**src/rtl/tcpq_pkg.sv**
```systemverilog
// ----------------------------------------------------------------------------
// tcpq_pkg
// Shared types and codes for the two-class priority ticket queue: request and
// result words, opcodes, status codes and the ring control/status groups.
// ----------------------------------------------------------------------------
package tcpq_pkg;

    // ticket width is fixed by the service numbering
    localparam int unsigned TICKET_W = 11;
    localparam int unsigned OPCODE_W = 2;
    localparam int unsigned STATUS_W = 3;

    // request opcodes
    typedef enum logic [OPCODE_W-1:0] {
        OP_ENQ_NORMAL = 2'd0,
        OP_ENQ_PREF   = 2'd1,
        OP_CALL       = 2'd2
    } t_opcode;

    // result status codes
    typedef enum logic [STATUS_W-1:0] {
        ST_CALL_NORMAL = 3'd0,
        ST_CALL_PREF   = 3'd1,
        ST_NONE        = 3'd2,
        ST_ENQUEUED    = 3'd3,
        ST_REFUSED     = 3'd4
    } t_status;

    // request word
    typedef struct packed {
        logic [OPCODE_W-1:0] opcode;
        logic [TICKET_W-1:0] ticket_value;
    } t_in_item;

    // result word
    typedef struct packed {
        t_status             status;
        logic [TICKET_W-1:0] called_ticket;
    } t_out_item;

    // commands into one ring
    typedef struct packed {
        logic push;
        logic pop;
    } t_ring_ctl;

    // occupancy flags out of one ring
    typedef struct packed {
        logic full;
        logic empty;
    } t_ring_sts;

endpackage

```
**src/rtl/tcpq_ram.sv**
```systemverilog
// ----------------------------------------------------------------------------
// tcpq_ram
// Generic simple dual-port RAM: one write port, one read port with a
// registered read that updates only when a read is enabled.
// ----------------------------------------------------------------------------
module tcpq_ram #(
    parameter int unsigned WIDTH = 11,
    parameter int unsigned DEPTH = 16
) (
    input  logic                     i_clk,
    input  logic                     i_wr_en,
    input  logic [$clog2(DEPTH)-1:0] i_wr_addr,
    input  logic [WIDTH-1:0]         i_wr_data,
    input  logic                     i_rd_en,
    input  logic [$clog2(DEPTH)-1:0] i_rd_addr,
    output logic [WIDTH-1:0]         o_rd_data
);

    logic [WIDTH-1:0] r_mem [DEPTH];
    logic [WIDTH-1:0] r_rd_data;

    // write port
    always_ff @(posedge i_clk) begin
        if (i_wr_en) begin
            r_mem[i_wr_addr] <= i_wr_data;
        end
    end

    // registered read port
    always_ff @(posedge i_clk) begin
        if (i_rd_en) begin
            r_rd_data <= r_mem[i_rd_addr];
        end
    end

    assign o_rd_data = r_rd_data;

endmodule

```
**src/rtl/tcpq_ring.sv**
```systemverilog
// ----------------------------------------------------------------------------
// tcpq_ring
// One bounded FIFO of tickets: head, tail and count registers around a RAM.
// A pop launches the read of the head entry; its data shows in the cycle
// after the pop and holds until the next pop.
// ----------------------------------------------------------------------------
module tcpq_ring #(
    parameter int unsigned DEPTH = 16
) (
    input  logic                           i_clk,
    input  logic                           i_rst_n,
    input  tcpq_pkg::t_ring_ctl            i_ctl,
    input  logic [tcpq_pkg::TICKET_W-1:0]  i_push_data,
    output tcpq_pkg::t_ring_sts            o_sts,
    output logic [tcpq_pkg::TICKET_W-1:0]  o_rd_data
);

    localparam int unsigned AW = $clog2(DEPTH);
    localparam int unsigned CW = $clog2(DEPTH + 1);

    logic [AW-1:0] r_head, n_head;
    logic [AW-1:0] r_tail, n_tail;
    logic [CW-1:0] r_count, n_count;

    // pointer wrap, depth need not be a power of two
    always_comb begin
        n_head  = r_head;
        n_tail  = r_tail;
        n_count = r_count;
        if (i_ctl.push) begin
            n_tail  = (r_tail == AW'(DEPTH - 1)) ? '0 : r_tail + AW'(1);
            n_count = r_count + CW'(1);
        end
        if (i_ctl.pop) begin
            n_head  = (r_head == AW'(DEPTH - 1)) ? '0 : r_head + AW'(1);
            n_count = r_count - CW'(1);
        end
    end

    always_ff @(posedge i_clk) begin
        if (!i_rst_n) begin
            r_head  <= '0;
            r_tail  <= '0;
            r_count <= '0;
        end else begin
            r_head  <= n_head;
            r_tail  <= n_tail;
            r_count <= n_count;
        end
    end

    assign o_sts.full  = (r_count == CW'(DEPTH));
    assign o_sts.empty = (r_count == '0);

    // ticket storage
    tcpq_ram #(
        .WIDTH (tcpq_pkg::TICKET_W),
        .DEPTH (DEPTH)
    ) u_ram (
        .i_clk     (i_clk),
        .i_wr_en   (i_ctl.push),
        .i_wr_addr (r_tail),
        .i_wr_data (i_push_data),
        .i_rd_en   (i_ctl.pop),
        .i_rd_addr (r_head),
        .o_rd_data (o_rd_data)
    );

    // the top level only pushes into a ring that has room and pops a ring
    // that holds something, and never both in one cycle
    a_no_overflow : assert property (@(posedge i_clk) disable iff (!i_rst_n)
        i_ctl.push |-> !o_sts.full)
        else $error("push into full ring");

    a_no_underflow : assert property (@(posedge i_clk) disable iff (!i_rst_n)
        i_ctl.pop |-> !o_sts.empty)
        else $error("pop from empty ring");

    a_one_op : assert property (@(posedge i_clk) disable iff (!i_rst_n)
        !(i_ctl.push && i_ctl.pop))
        else $error("push and pop in the same cycle");

endmodule

```
**src/rtl/two_class_priority_ticket_queue.sv**
```systemverilog
// ----------------------------------------------------------------------------
// two_class_priority_ticket_queue
// Strict-priority ticket dispatcher over a normal and a preferential FIFO.
// ----------------------------------------------------------------------------
// One request word is taken per clock cycle while the result side keeps up,
// and every request produces exactly one result word, in order. A request is
// decided in the cycle it is accepted (push, pop or refusal, chosen from the
// queue counts); its result then passes the registered read port of the ticket
// RAM and leaves through the output register.
// Calls serve the preferential head first and the normal head only when the
// preferential queue is empty; enqueues into a full queue and unused opcodes
// are refused. Each queue holds QUEUE_DEPTH tickets. The pipeline register in
// front of the output lets one more request in while a result waits.
// ----------------------------------------------------------------------------
module two_class_priority_ticket_queue #(
    parameter int unsigned QUEUE_DEPTH = 16
) (
    input  logic                i_clk,
    input  logic                i_rst_n,
    // request channel
    input  logic                i_in_valid,
    output logic                o_in_ready,
    input  tcpq_pkg::t_in_item  i_in_data,
    // result channel
    output logic                o_out_valid,
    input  logic                i_out_ready,
    output tcpq_pkg::t_out_item o_out_data
);

    tcpq_pkg::t_ring_ctl            norm_ctl, pref_ctl;
    tcpq_pkg::t_ring_sts            norm_sts, pref_sts;
    logic [tcpq_pkg::TICKET_W-1:0]  norm_rd_data, pref_rd_data;

    logic                in_fire;
    logic                s1_adv;
    tcpq_pkg::t_status   n_status;
    logic                n_from_norm, n_from_pref;

    logic                r_s1_valid;
    tcpq_pkg::t_status   r_s1_status;
    logic                r_s1_from_norm, r_s1_from_pref;

    logic                r_out_valid;
    tcpq_pkg::t_out_item r_out, n_out;

    // handshake
    assign s1_adv     = !r_out_valid || i_out_ready;
    assign o_in_ready = !r_s1_valid || s1_adv;
    assign in_fire    = i_in_valid && o_in_ready;

    // request decode and priority choice
    always_comb begin
        norm_ctl    = '0;
        pref_ctl    = '0;
        n_from_norm = 1'b0;
        n_from_pref = 1'b0;
        n_status    = tcpq_pkg::ST_REFUSED;
        unique case (i_in_data.opcode)
            tcpq_pkg::OP_ENQ_NORMAL: begin
                if (!norm_sts.full) begin
                    norm_ctl.push = in_fire;
                    n_status      = tcpq_pkg::ST_ENQUEUED;
                end
            end
            tcpq_pkg::OP_ENQ_PREF: begin
                if (!pref_sts.full) begin
                    pref_ctl.push = in_fire;
                    n_status      = tcpq_pkg::ST_ENQUEUED;
                end
            end
            tcpq_pkg::OP_CALL: begin
                if (!pref_sts.empty) begin
                    pref_ctl.pop = in_fire;
                    n_from_pref  = 1'b1;
                    n_status     = tcpq_pkg::ST_CALL_PREF;
                end else if (!norm_sts.empty) begin
                    norm_ctl.pop = in_fire;
                    n_from_norm  = 1'b1;
                    n_status     = tcpq_pkg::ST_CALL_NORMAL;
                end else begin
                    n_status     = tcpq_pkg::ST_NONE;
                end
            end
            default: begin
                n_status = tcpq_pkg::ST_REFUSED;
            end
        endcase
    end

    // queues
    tcpq_ring #(
        .DEPTH (QUEUE_DEPTH)
    ) u_norm_ring (
        .i_clk       (i_clk),
        .i_rst_n     (i_rst_n),
        .i_ctl       (norm_ctl),
        .i_push_data (i_in_data.ticket_value),
        .o_sts       (norm_sts),
        .o_rd_data   (norm_rd_data)
    );

    tcpq_ring #(
        .DEPTH (QUEUE_DEPTH)
    ) u_pref_ring (
        .i_clk       (i_clk),
        .i_rst_n     (i_rst_n),
        .i_ctl       (pref_ctl),
        .i_push_data (i_in_data.ticket_value),
        .o_sts       (pref_sts),
        .o_rd_data   (pref_rd_data)
    );

    // stage one: status and source wait for the ram read
    always_ff @(posedge i_clk) begin
        if (!i_rst_n) begin
            r_s1_valid <= 1'b0;
        end else if (in_fire) begin
            r_s1_valid <= 1'b1;
        end else if (s1_adv) begin
            r_s1_valid <= 1'b0;
        end
    end

    always_ff @(posedge i_clk) begin
        if (in_fire) begin
            r_s1_status    <= n_status;
            r_s1_from_norm <= n_from_norm;
            r_s1_from_pref <= n_from_pref;
        end
    end

    // pick the called ticket, zero when nothing was removed
    always_comb begin
        n_out.status = r_s1_status;
        if (r_s1_from_pref) begin
            n_out.called_ticket = pref_rd_data;
        end else if (r_s1_from_norm) begin
            n_out.called_ticket = norm_rd_data;
        end else begin
            n_out.called_ticket = '0;
        end
    end

    // output register
    always_ff @(posedge i_clk) begin
        if (!i_rst_n) begin
            r_out_valid <= 1'b0;
        end else if (s1_adv) begin
            r_out_valid <= r_s1_valid;
        end
    end

    always_ff @(posedge i_clk) begin
        if (s1_adv && r_s1_valid) begin
            r_out <= n_out;
        end
    end

    assign o_out_valid = r_out_valid;
    assign o_out_data  = r_out;

    // a call with preferential tickets waiting is always served from there
    a_pref_first : assert property (@(posedge i_clk) disable iff (!i_rst_n)
        (in_fire && i_in_data.opcode == tcpq_pkg::OP_CALL && !pref_sts.empty)
        |=> (r_s1_valid && r_s1_status == tcpq_pkg::ST_CALL_PREF))
        else $error("call skipped a waiting preferential ticket");

    // an enqueue into a full normal queue is refused
    a_full_refused : assert property (@(posedge i_clk) disable iff (!i_rst_n)
        (in_fire && i_in_data.opcode == tcpq_pkg::OP_ENQ_NORMAL && norm_sts.full)
        |=> (r_s1_status == tcpq_pkg::ST_REFUSED))
        else $error("enqueue into full normal queue not refused");

    // only a call result carries a ticket
    a_zero_ticket : assert property (@(posedge i_clk) disable iff (!i_rst_n)
        (r_out_valid && r_out.status != tcpq_pkg::ST_CALL_NORMAL
            && r_out.status != tcpq_pkg::ST_CALL_PREF)
        |-> (r_out.called_ticket == '0))
        else $error("non-call result carries a ticket");

    // a stalled stage-one entry is not lost or replaced
    a_s1_hold : assert property (@(posedge i_clk) disable iff (!i_rst_n)
        (r_s1_valid && !s1_adv)
        |=> (r_s1_valid && $stable(r_s1_status) && $stable(r_s1_from_pref)))
        else $error("stage one entry lost under stall");

endmodule

```
**config.mk**
```make
export PLATFORM = sky130hd
export DESIGN_NAME = two_class_priority_ticket_queue
export DESIGN_NICKNAME = d
export VERILOG_FILES = /design/src/rtl/tcpq_pkg.sv /design/src/rtl/tcpq_ram.sv /design/src/rtl/tcpq_ring.sv /design/src/rtl/two_class_priority_ticket_queue.sv
export SDC_FILE = /design/constraint.sdc
export NUM_CORES = 1
export LEC_CHECK = 0
export BUFFER_PORTS_ARGS = -buffer_cell sky130_fd_sc_hd__buf_2
export CAP_MARGIN = 20
export CORE_ASPECT_RATIO = 0.6
export CORE_MARGIN = 1.5
export CORE_UTILIZATION = 54
export CTS_CLUSTER_DIAMETER = 50
export DETAILED_ROUTE_END_ITERATION = 7
export PLACE_DENSITY = 0.7
export SYNTH_ARGS = -nofsm -noshare
export SYNTH_HDL_FRONTEND = slang
export SYNTH_SLANG_ARGS = --single-unit
```
**constraint.sdc**
```tcl
create_clock -name i_clk -period 8.7 [get_ports i_clk]
set_input_delay 1.305 -clock i_clk [delete_from_list [all_inputs] [get_ports i_clk]]
set_output_delay 1.305 -clock i_clk [all_outputs]
set_load 0.01 [all_outputs]
```
==> out/qor.yml, run 1 <==
sta:
  fin_crit_sh_pct: 46.6
  hold_slack_ns: 0.428
  report.final.hold_viol_count: 0
  timing_max_transition_violations_final: 0
  rsz_0062_raised_after_global_routing: "false"
  max_slew_margin_pct: 25.8
  fin_worst_skew_ns: 0.0317
  slew_worst_pin_ns: 1.11
  period_minus_slack_ns: 4.06
  fmax_mhz: 246
  final_setup_violating_endpoints: 0
  fin_ws_ns: 4.64
  timing.setup.tns_ns: 0
yosys:
  synth_nets: 864
  synth_enable_flop_cells: 393
  synth_top_cell_area_share_pct: 71.6
  post_synth.cell_area_avg_um2: 19.9
  postSynth.asyncResetShare_pct: 0
  synth-seq-cells: 421
  synth_warnings: 0
  ys_types: 47
  seq_area_frac_synth_pct: 75.0
  synth-main-ff-cell: "sky130_fd_sc_hd__edfxtp_1"
  top_cells_by_area_synth: "sky130_fd_sc_hd__edfxtp_1, sky130_fd_sc_hd__mux4_2, sky130_fd_sc_hd__dfxtp_1"
  netlist_instances: 829
  synth.largest_area_cell: "sky130_fd_sc_hd__edfxtp_1"
  syn-cell-area_um2: 16500
power_and_ir_drop:
  p_per_area_nw_per_um2: 226
  leak_uw: 0.00582
  vdd_ir_max_uv: 157
global_routing:
  grt_usage_pct: 22.6
  via_count_of_the_first_global_routing_pass: 8124
  wire_length_of_the_first_global_routing_pass_um: 52100
  grt_overflow: 0
  grt_antenna_before_repair: 0
  grt_start_max_net_pins: 49
final_layout:
  fin_nets: 916
  finalNonFillerCells: 1318
  most-common-layout-cells: "sky130_fd_sc_hd__edfxtp_1, sky130_fd_sc_hd__mux4_2, sky130_fd_sc_hd__nor2_1"
  sequential_cell_area_um2: 12400
  ratio_of_cells_with_drive_above_1_in_the_final_layout_pct: 24.6
  multiInputGateArea_um2: 3890
  fillers: 2021
  syn_to_final_growth_pct: 12.5
  antenna-diode-count: 0
  layout.cells.most_common: "sky130_fd_sc_hd__edfxtp_1"
clock_tree:
  cts_buffers: 38
  postCtsSetupRepairBufs: 0
  cts_root_buffer: "sky130_fd_sc_hd__clkbuf_16"
  clock_latency_ns: 0.55
  cts.path.max_buffers: 3
  holdBufCountCts: 0
  post_cts_resized: 0
  tritoncts: "done"
  clock-sinks: 421
  cts_clock_pin_slew_for_the_worst_setup_and_hold_paths_ns: 0.06
  clock_tree.htree_level_count: 2
die:
  ios: 33
  chipHeight_um: 138
  design.die.area_um2: 31600
  die_width_um: 229
  core-area_um2: 30000
  floorplan.initialDensity_pct: 55.0
  floorplan.rows: 49
outcome:
  run_status: "completed"
placement:
  io_buffers: 32
  placed_cells: 1240
  dpl_worst_slack_ns: 4.16
  dpl.hpwl_um: 21700
  gp_congestion: 0.868
route:
  drtPass1Iterations: 6
  vias_per_cell: 6.22
  dr_total_vias: 8198
  finalWirelength_um: 34800
  drc_violation_total_after_the_first_tritonroute_iteration: 948
  drc: 0
  drtAntennaViolNets: 0
  drt-wirelength-per-cell_um: 26.4
hold_path:
  worst_hold_path_cells: 0
  class_of_the_most_critical_hold_timing_path: "register to register"
critical_path:
  critical-path-max-stage-delay_ns: 0.68
  crit-reg2reg-launch: "u_pref_ring.r_count[0]"
  worstSetupEndpoint: "u_pref_ring.r_count[4]"
  worstSetupPathType: "input pin to register"
  critical_path_cell_count: 11
  crit_path_start_kind: "input pin"
  critical_path.reg2reg.endpoint: "u_pref_ring.r_count[4]"
  path_buf_inv: 2
  cp_top_family: "simple AND/OR/NAND/NOR gates"
  r2r_slack_ns: 5.14
  cp_common_cell: "sky130_fd_sc_hd__nor3b_1"
  critPathRequiredTime_ns: 9.07
  critical_path.startpoint: "i_out_ready"
  cp_max_fo: 17
  critical_path.cell_chain: "buf_2, and3b_1, nor3b_1, nand2b_1, inv_1, ha_1, nor2b_1, o21a_1, nor4_1, o21ai_0, nor3b_1"
  worstRegToRegCells: 10
  arrival_ns: 4.43
  critical_path.endpoint_type: "register"
  crit_path_slowest_cell: "sky130_fd_sc_hd__nor3b_1"
flow_run:
  drv_cap: 0
-- worst min-delay path by stage --
stage                     end  slack (ns)           start
2_1_floorplan  o_out_data[11]        0.40  r_s1_status[0]
3_3_place_gp   o_out_data[13]        0.41  r_s1_status[2]
3_5_place_dp   o_out_data[13]        0.41  r_s1_status[2]
4_1_cts        o_out_data[13]        0.42  r_s1_status[2]
5_1_grt        o_out_data[13]        0.44  r_s1_status[2]
6_report       o_out_data[13]        0.43  r_s1_status[2]
-- layout make-up --
cell class	instances	share of cell area (%)
flip-flops and latches	421	66.7
inverters	13	0.263
multi-input cells	351	21.0
well taps	408	2.75
repair buffers	56	1.86
clock buffers	44	5.47
clock inverters	25	1.94
-- report_power, final --
| part | switching (uW) | internal (uW) | leakage, uW | total, uW |
|---|---|---|---|---|
| Combinational | 79.7 | 40.1 | 0.00137 | 120 |
| Sequential | 9.24 | 2230 | 0.00378 | 2240 |
| Clock | 727 | 1110 | 0.000670 | 1830 |
| Total | 816 | 3370 | 0.00582 | 4190 |
-- worst register-to-register path, stage by stage, from the launching register on --
cell and delay, ns:
sky130_fd_sc_hd__dfxtp_1 0.37, sky130_fd_sc_hd__or4_4 0.60, sky130_fd_sc_hd__o21ai_1 0.43, sky130_fd_sc_hd__nand2b_1 0.30, sky130_fd_sc_hd__inv_1 0.35, sky130_fd_sc_hd__ha_1 0.46
sky130_fd_sc_hd__nor2b_1 0.15, sky130_fd_sc_hd__o21a_1 0.18, sky130_fd_sc_hd__nor4_1 0.25, sky130_fd_sc_hd__o21ai_0 0.13, sky130_fd_sc_hd__nor3b_1 0.17
-- Yosys cell counts (2+ instances only) --
cell                         n
sky130_fd_sc_hd__a211oi_1   14
sky130_fd_sc_hd__a21o_1      3
sky130_fd_sc_hd__a21oi_1    23
sky130_fd_sc_hd__a22o_1     10
sky130_fd_sc_hd__a31oi_1     4
sky130_fd_sc_hd__a41oi_1     2
sky130_fd_sc_hd__and2_1      5
sky130_fd_sc_hd__buf_1       6
sky130_fd_sc_hd__buf_2       9
sky130_fd_sc_hd__clkbuf_1   28
sky130_fd_sc_hd__dfxtp_1    28
sky130_fd_sc_hd__edfxtp_1  393
sky130_fd_sc_hd__fa_1        2
sky130_fd_sc_hd__ha_1       16
sky130_fd_sc_hd__inv_1      13
sky130_fd_sc_hd__mux2i_1    18
sky130_fd_sc_hd__mux4_2     99
sky130_fd_sc_hd__nand2_1    27
sky130_fd_sc_hd__nand2b_1    5
sky130_fd_sc_hd__nand3_1     6
sky130_fd_sc_hd__nand3b_1    2
sky130_fd_sc_hd__nor2_1     47
sky130_fd_sc_hd__nor2b_1    14
sky130_fd_sc_hd__nor3_1     12
sky130_fd_sc_hd__nor3b_1     2
sky130_fd_sc_hd__nor4_1      2
sky130_fd_sc_hd__o21a_1      2
sky130_fd_sc_hd__o21ai_0     6
sky130_fd_sc_hd__o21ai_1     3
sky130_fd_sc_hd__o22ai_1     2
sky130_fd_sc_hd__o31ai_1     2
sky130_fd_sc_hd__xnor2_1     4
sky130_fd_sc_hd__xor2_1      6
-- through the flow --
step,cell area (um^2),utilization [%],power (uW)
2_1_floorplan,16500,-,2340
3_3_place_gp,17100,57.0,2390
6_report,18500,61.8,4190
3_5_place_dp,17100,57.0,2400
4_1_cts,18500,61.6,4220
5_1_grt,18500,61.8,4300
-- sequential cells by signal, summed over array words and instances, names as in the netlist --
register,count
u_norm_ring.u_ram.r_mem,176
u_pref_ring.u_ram.r_mem,176
o_out_data,14
u_norm_ring.u_ram.o_rd_data,11
u_pref_ring.u_ram.o_rd_data,11
u_norm_ring.r_count,5
u_pref_ring.r_count,5
u_norm_ring.r_head,4
u_norm_ring.r_tail,4
u_pref_ring.r_head,4
u_pref_ring.r_tail,4
r_s1_status,3
o_out_valid,1
r_s1_from_norm,1
r_s1_from_pref,1
r_s1_valid,1
-- layer usage --
metal | vias to the layer above | wire [um] | GRT usage [%]
li1 | 3472 | - | -
met1 | 4260 | 15700 | 36.1
met2 | 423 | 14400 | 30.2
met3 | 43 | 4070 | 7.67
met4 | 0 | 577 | 5.12
met5 | - | 0 | 0
-- logic make-up (layout without fill, tap and decap cells) --
family,Yosys count,after routing,share of synthesized area [%]
compound gates,79,79,3.32
flops,421,421,75.0
simple gates,127,127,3.70
buf+inv,57,138,1.39
mux,117,117,14.6
xor+xnor,10,10,0.531
fa+ha+maj,18,18,1.46
Power figures use the tool's default switching activity.
==> inputs of run 2 (changes only) <==
--- a/config.mk
+++ b/config.mk
@@ -5,6 +5,7 @@
 export SDC_FILE = /design/constraint.sdc
 export NUM_CORES = 1
 export LEC_CHECK = 0
+export ABC_AREA = 1
 export BUFFER_PORTS_ARGS = -buffer_cell sky130_fd_sc_hd__buf_2
 export CAP_MARGIN = 20
 export CORE_ASPECT_RATIO = 0.6
==> constraint.sdc (replaced) <==
create_clock -name i_clk -period 3.9 [get_ports i_clk]
set_input_delay 0.585 -clock i_clk [delete_from_list [all_inputs] [get_ports i_clk]]
set_output_delay 0.585 -clock i_clk [all_outputs]
set_load 0.01 [all_outputs]
==> out/qor.yml, run 2 <==
outcome:
  run_status: "completed"
clock_tree:
  post_cts_resized: 0
  clock_tree.htree_level_count: 2
  cts_root_buffer: "sky130_fd_sc_hd__clkbuf_16"
  cts_clock_pin_slew_for_the_worst_setup_and_hold_paths_ns: 0.07
  clock_latency_ns: 0.55
  cts_buffers: 38
  postCtsSetupRepairBufs: 0
  tritoncts: "done"
  clock-sinks: 421
  cts.path.max_buffers: 3
  holdBufCountCts: 0
power_and_ir_drop:
  internal-power_uw: 7160
  clock_power_share_pct: 40.5
  vdd_ir_max_uv: 274
  leak_uw: 0.00634
  share_seq_of_total_power_pct: 54.6
  combPwrFrac_pct: 5.0
  p_per_area_nw_per_um2: 492
  fraction_of_power_spent_switching_nets_pct: 22.1
  power.net_switching_uw: 2030
  power_uw: 9190
yosys:
  xor_and_xnor_fraction_of_the_mapped_netlist_area_pct: 0.412
  synth_nets: 1400
  synth-main-ff-cell: "sky130_fd_sc_hd__edfxtp_1"
  netlist_top_cells_count: "sky130_fd_sc_hd__edfxtp_1, sky130_fd_sc_hd__nor2_1, sky130_fd_sc_hd__o21ai_0, sky130_fd_sc_hd__nand2_1, sky130_fd_sc_hd__nand3_1"
  synth_simple_gate_area_share_pct: 12.0
  post_synth.cell_area_avg_um2: 12.5
  netlist_instances: 1365
  postSynth.asyncResetShare_pct: 0
  synth.largest_area_cell: "sky130_fd_sc_hd__edfxtp_1"
  synth-compound-area-share_pct: 10.0
  synth_enable_flop_cells: 393
  syn-cell-area_um2: 17000
  ys_types: 37
  synth-seq-cells: 421
  seq_area_frac_synth_pct: 72.7
  yosys.cell_count.top_type: "sky130_fd_sc_hd__edfxtp_1"
  main_combinational_cell_family_by_area_after_synthesis: "simple AND/OR/NAND/NOR gates"
  synth_top_cell_area_share_pct: 69.4
  synth_adder_area_share_pct: 1.41
  muxShareOfSynthArea_pct: 0.294
  top_cells_by_area_synth: "sky130_fd_sc_hd__edfxtp_1, sky130_fd_sc_hd__nor2_1, sky130_fd_sc_hd__o21ai_0"
  synth_warnings: 0
global_routing:
  grt_usage_pct: 25.7
  grt_overflow: 0
  grt_antenna_before_repair: 0
  wire_length_of_the_first_global_routing_pass_um: 61600
  grt_start_max_net_pins: 92
  via_count_of_the_first_global_routing_pass: 9970
route:
  dr_total_vias: 10900
  vias_per_cell: 5.98
  drc: 0
  drt-wirelength-per-cell_um: 22.7
  finalWirelength_um: 41500
  drtPass1Iterations: 6
  drtAntennaViolNets: 0
  drc_violation_total_after_the_first_tritonroute_iteration: 1665
critical_path:
  crit_path_start_kind: "register"
  critical_path.endpoint_type: "register"
  critical_path.reg2reg.endpoint: "u_pref_ring.r_count[4]"
  critPathRequiredTime_ns: 4.33
  cp_top_family: "simple AND/OR/NAND/NOR gates"
  arrival_ns: 3.00
  cp_max_fo: 19
  critical-path-max-stage-delay_ns: 0.48
  critical_path.cell_chain: "nor2_2, nand3_2, nand2_2, nor2_4, inv_2, fa_1, nor2_1, nor2_1, a21oi_1, nand2_1, a21oi_1, nor2_1"
  crit_path_slowest_cell: "sky130_fd_sc_hd__fa_1"
  r2r_slack_ns: 1.33
  crit-reg2reg-launch: "u_pref_ring.r_count[0]"
  cp_common_cell: "sky130_fd_sc_hd__nor2_1"
  worstRegToRegCells: 12
  path_buf_inv: 1
  worstSetupPathType: "register to register"
die:
  die_width_um: 232
  ios: 33
  design.die.area_um2: 32600
  core-area_um2: 31100
  floorplan.rows: 50
  floorplan.initialDensity_pct: 54.7
  chipHeight_um: 140
sta:
  max_slew_margin_pct: 27.4
  slew_worst_pin_ns: 1.09
  fmax_mhz: 389
  report.final.hold_viol_count: 0
  fin_worst_skew_ns: 0.0303
  timing_max_transition_violations_final: 0
  rsz_0062_raised_after_global_routing: "false"
  fin_crit_sh_pct: 66.0
  final_setup_violating_endpoints: 0
  period_minus_slack_ns: 2.57
  timing.setup.tns_ns: 0
final_layout:
  postLayoutCoreUtil_pct: 60.1
  ratio_of_cells_with_drive_above_1_in_the_final_layout_pct: 9.36
  fin_nets: 1417
  most-common-layout-cells: "sky130_fd_sc_hd__edfxtp_1, sky130_fd_sc_hd__nor2_1, sky130_fd_sc_hd__o21ai_0"
  syn_to_final_growth_pct: 9.84
  layout.cells.most_common: "sky130_fd_sc_hd__edfxtp_1"
  fillers: 2438
  antenna-diode-count: 0
placement:
  dpl.hpwl_um: 25400
  gp_congestion: 0.920
  io_buffers: 32
hold_path:
  min_from: "i_out_ready"
  worst_hold_path_cells: 4
  class_of_the_most_critical_hold_timing_path: "input pin to register"
  worst_hold_path.endpoint: "o_out_valid"
flow_run:
  drv_cap: 0
[run 2: cell types whose count changed after synthesis, sizes merged, moves of 13 or more]
cell    change
nor2b      -14
o211ai     +34
mux4       -99
o21ai     +187
buf        +20
a211oi     -14
o221ai     +26
mux2i      -13
nand3      +65
nor2      +258
inv        +27
nand2      +96
[run 2: worst max path at each step]
| stage | start | to | slack, ns | cells after the start |
|---|---|---|---|---|
| 2_1_floorplan | i_out_ready | u_norm_ring.r_count[4] | 1.40 | 13 |
| 3_3_place_gp | i_out_ready | u_norm_ring.r_count[4] | 1.12 | 14 |
| 3_5_place_dp | i_in_data[11] | u_pref_ring.r_count[4] | 1.01 | 14 |
| 4_1_cts | u_norm_ring.r_count[0] | u_norm_ring.u_ram.r_mem[5][0] | 1.40 | 6 |
| 5_1_grt | u_norm_ring.r_count[0] | u_norm_ring.u_ram.r_mem[5][0] | 1.15 | 6 |
| 6_report | u_pref_ring.r_count[0] | u_pref_ring.r_count[4] | 1.33 | 12 |
[run 2: kinds of logic after synthesis]
logic type / Yosys count
and+or+nand+nor: 502
muxes: 5
buffers and inverters: 115
DFF: 421
xor gates and xnor gates: 8
AOI/OAI and AO/OA: 296
adders and majority gates: 18
[run 2: routing by layer]
metal / wire length (um) / up-vias / share of wire, % / GRT usage [%]
met5: 0 / - / 0 / 0
met4: 510 / 0 / 1.2 / 4.58
met3: 5910 / 49 / 14 / 11.0
met2: 16100 / 600 / 39 / 32.6
met1: 18900 / 5320 / 46 / 40.9
li1: - / 4956 / - / -
[run 2: cell type report]
type	instances	area (um^2)	share of cell area (%)
inverter	41	158	0.844
sequential	421	12400	66.2
timing repair buffer	51	315	1.69
tap	416	520	2.79
multi-input combinational	829	4120	22.0
clock inverter	25	240	1.29
clock buffer	43	970	5.19
[run 2: tightest hold or removal path, delay by kind of cell]
family / cells / cell delay (ns)
compound gates: 1 / 0.05
simple gates: 1 / 0.06
buf+inv: 2 / 0.13
[run 2: power groups by stage]
stage	Sequential, uW	Combinational, uW	Clock, uW
floorplan	5100	251	0
global placement	5110	441	0
detailed placement	5110	448	0
CTS	5010	450	3750
global route	5020	501	3920
finish	5010	457	3720
[run 2: stage by stage]
| step | worst slack [ns] | cell area (um^2) | hold WS, ns | instances |
|---|---|---|---|---|
| after detailed placement | 1.01 | 17500 | 0.420 | 1757 |
| after floorplan | 1.40 | 17000 | 0.400 | 1365 |
| after CTS | 1.40 | 18700 | 0.321 | 1825 |
| final | 1.33 | 18700 | 0.345 | 1826 |
| after global placement | 1.12 | 17400 | 0.401 | 1756 |
| after global routing | 1.15 | 18700 | 0.338 | 1826 |
==> inputs of run 3 (changes only) <==
--- a/config.mk
+++ b/config.mk
@@ -5,7 +5,7 @@
 export SDC_FILE = /design/constraint.sdc
 export NUM_CORES = 1
 export LEC_CHECK = 0
-export ABC_AREA = 1
+export ABC_AREA = 0
 export BUFFER_PORTS_ARGS = -buffer_cell sky130_fd_sc_hd__buf_2
 export CAP_MARGIN = 20
 export CORE_ASPECT_RATIO = 0.6
@@ -13,7 +13,7 @@
 export CORE_UTILIZATION = 54
 export CTS_CLUSTER_DIAMETER = 50
 export DETAILED_ROUTE_END_ITERATION = 7
-export PLACE_DENSITY = 0.7
+export PLACE_DENSITY = 0.73
 export SYNTH_ARGS = -nofsm -noshare
 export SYNTH_HDL_FRONTEND = slang
 export SYNTH_SLANG_ARGS = --single-unit
==> constraint.sdc (replaced) <==
create_clock -name i_clk -period 2.2 [get_ports i_clk]
set_input_delay 0.33 -clock i_clk [delete_from_list [all_inputs] [get_ports i_clk]]
set_output_delay 0.33 -clock i_clk [all_outputs]
set_load 0.01 [all_outputs]
==> out/qor.yml, run 3 (same netlist as run 1, synthesis figures left out) <==
clock_tree:
  cts_buffers: 38
  clock_tree.htree_level_count: 2
  clock_latency_ns: 0.53
  cts_clock_pin_slew_for_the_worst_setup_and_hold_paths_ns: 0.06
  tritoncts: "done"
  cts_root_buffer: "sky130_fd_sc_hd__clkbuf_16"
  cts.path.max_buffers: 3
  holdBufCountCts: 0
  clock-sinks: 421
sta:
  timing_max_transition_violations_final: 0
  fin_crit_sh_pct: 112
  final_setup_violating_endpoints: 10
  slew_worst_pin_ns: 0.812
  fin_ws_ns: -0.274
  max_slew_margin_pct: 45.9
  hold_slack_ns: 0.134
  report.final.hold_viol_count: 0
  fmax_mhz: 404
  fin_worst_skew_ns: 0.0140
  rsz_0062_raised_after_global_routing: "true"
  period_minus_slack_ns: 2.47
outcome:
  run_status: "complete, but fails checks"
  failed_checks: "setup timing"
final_layout:
  antenna-diode-count: 0
  most-common-layout-cells: "sky130_fd_sc_hd__edfxtp_1, sky130_fd_sc_hd__mux4_2, sky130_fd_sc_hd__buf_4"
  ratio_of_cells_with_drive_above_1_in_the_final_layout_pct: 35.8
  fin_nets: 1001
  syn_to_final_growth_pct: 19.9
  final_design_area_no_fill_um2: 19800
  layout.cells.most_common: "sky130_fd_sc_hd__edfxtp_1"
  finalNonFillerCells: 1400
critical_path:
  crit_path_start_kind: "register"
  arrival_ns: 2.94
  critical_path.endpoint_type: "register"
  cp_max_fo: 4
  critPathRequiredTime_ns: 2.66
  worstSetupPathType: "register to register"
global_routing:
  via_count_of_the_first_global_routing_pass: 8380
  grt_usage_pct: 23.1
  grt_antenna_before_repair: 0
  grt_start_max_net_pins: 48
  grt_overflow: 0
  wire_length_of_the_first_global_routing_pass_um: 54100
flow_run:
  drv_cap: 0
route:
  drc_violation_total_after_the_first_tritonroute_iteration: 1075
  vias_per_cell: 6.00
  drt-wirelength-per-cell_um: 25.5
  drtAntennaViolNets: 0
  drc: 0
  drtPass1Iterations: 5
  finalWirelength_um: 35700
  dr_total_vias: 8404
die:
  die_width_um: 229
  design.die.area_um2: 31600
  core-area_um2: 30000
  floorplan.rows: 49
  floorplan.initialDensity_pct: 55.0
  ios: 33
  chipHeight_um: 138
hold_path:
  class_of_the_most_critical_hold_timing_path: "input pin to register"
placement:
  dpl_worst_slack_ns: -0.295
  dpl.hpwl_um: 22000
  io_buffers: 32
  cell_area_after_placement_um2: 18400
  placed_cells: 1323
  gp_congestion: 0.806
power_and_ir_drop:
  vdd_ir_max_uv: 499
  leak_uw: 0.00630
  p_per_area_nw_per_um2: 794
run 3: cell types whose count changed in the layout (fill, tap and decap cells not counted), sizes merged, moves of 26 or more:
cell / previous run / this run
nor2: 305 / 47
o21ai: 196 / 9
mux4: 0 / 99
nand2: 123 / 27
buf: 51 / 140
nand3: 71 / 6
o211ai: 34 / 0
inv: 42 / 15
o221ai: 26 / 0
run 3: critical path, cell delays in order (launching register included):
cell and delay (ns):
sky130_fd_sc_hd__dfxtp_2 0.32, sky130_fd_sc_hd__or4_4 0.58, sky130_fd_sc_hd__o21ai_4 0.15, sky130_fd_sc_hd__nand2b_4 0.16, sky130_fd_sc_hd__clkinvlp_4 0.13, sky130_fd_sc_hd__ha_4 0.24
sky130_fd_sc_hd__nor2b_1 0.12, sky130_fd_sc_hd__o21a_1 0.20, sky130_fd_sc_hd__o21a_1 0.20, sky130_fd_sc_hd__o21ai_1 0.12, sky130_fd_sc_hd__nor3b_2 0.17
run 3: through the flow:
step / setup TNS [ns] / total power [uW] / utilization, %
after floorplan: -3.41 / 9270 / -
after global placement: -0.887 / 9530 / 61.3
after detailed placement: -1.48 / 9550 / 61.3
after CTS: -0.830 / 15800 / 65.3
after global routing: -3.00 / 16100 / 66.0
final: -0.984 / 15700 / 66.0
run 3: path summary, 6_finish.rpt:
kind,from,to,slack (ns),cells after the start
hold / removal,i_out_ready,o_out_valid,0.13,4
hold reg to reg,r_s1_status[1],o_out_data[12],0.44,0
setup reg to reg,u_pref_ring.r_count[2],u_pref_ring.r_count[4],-0.27,10
setup / recovery,u_pref_ring.r_count[2],u_pref_ring.r_count[4],-0.27,10
run 3: cell type report:
class	count	area [um^2]
flip-flops and latches	421	12400
clock inverters	18	143
inverters	13	52.6
fillers	1928	10200
well taps	408	510
clock buffers	48	1010
multi-input cells	351	4230
repair buffers	141	1450
run 3: per-layer routing:
| layer | global-route usage (%) | share of wire (%) | vias up |
|---|---|---|---|
| met3 | 4.70 | 9.1 | 42 |
| met1 | 38.7 | 47 | 4337 |
| met2 | 31.8 | 43 | 381 |
| met5 | 0 | 0 | - |
| li1 | - | - | 3644 |
| met4 | 4.18 | 1.2 | 0 |
run 3: timing repair:
item                       in CTS  in global routing
setup endpoints to repair       7                100
cloned                          0                  1
buffers inserted                3                  7
pin swaps                       4                 15
gates resized for setup         7                 29
run 3: report_power, final:
part	switching [uW]	internal, uW	total (uW)
sequential	33.0	8800	8840
clock	2800	3500	6290
combinational	334	240	574
total	3170	12500	15700
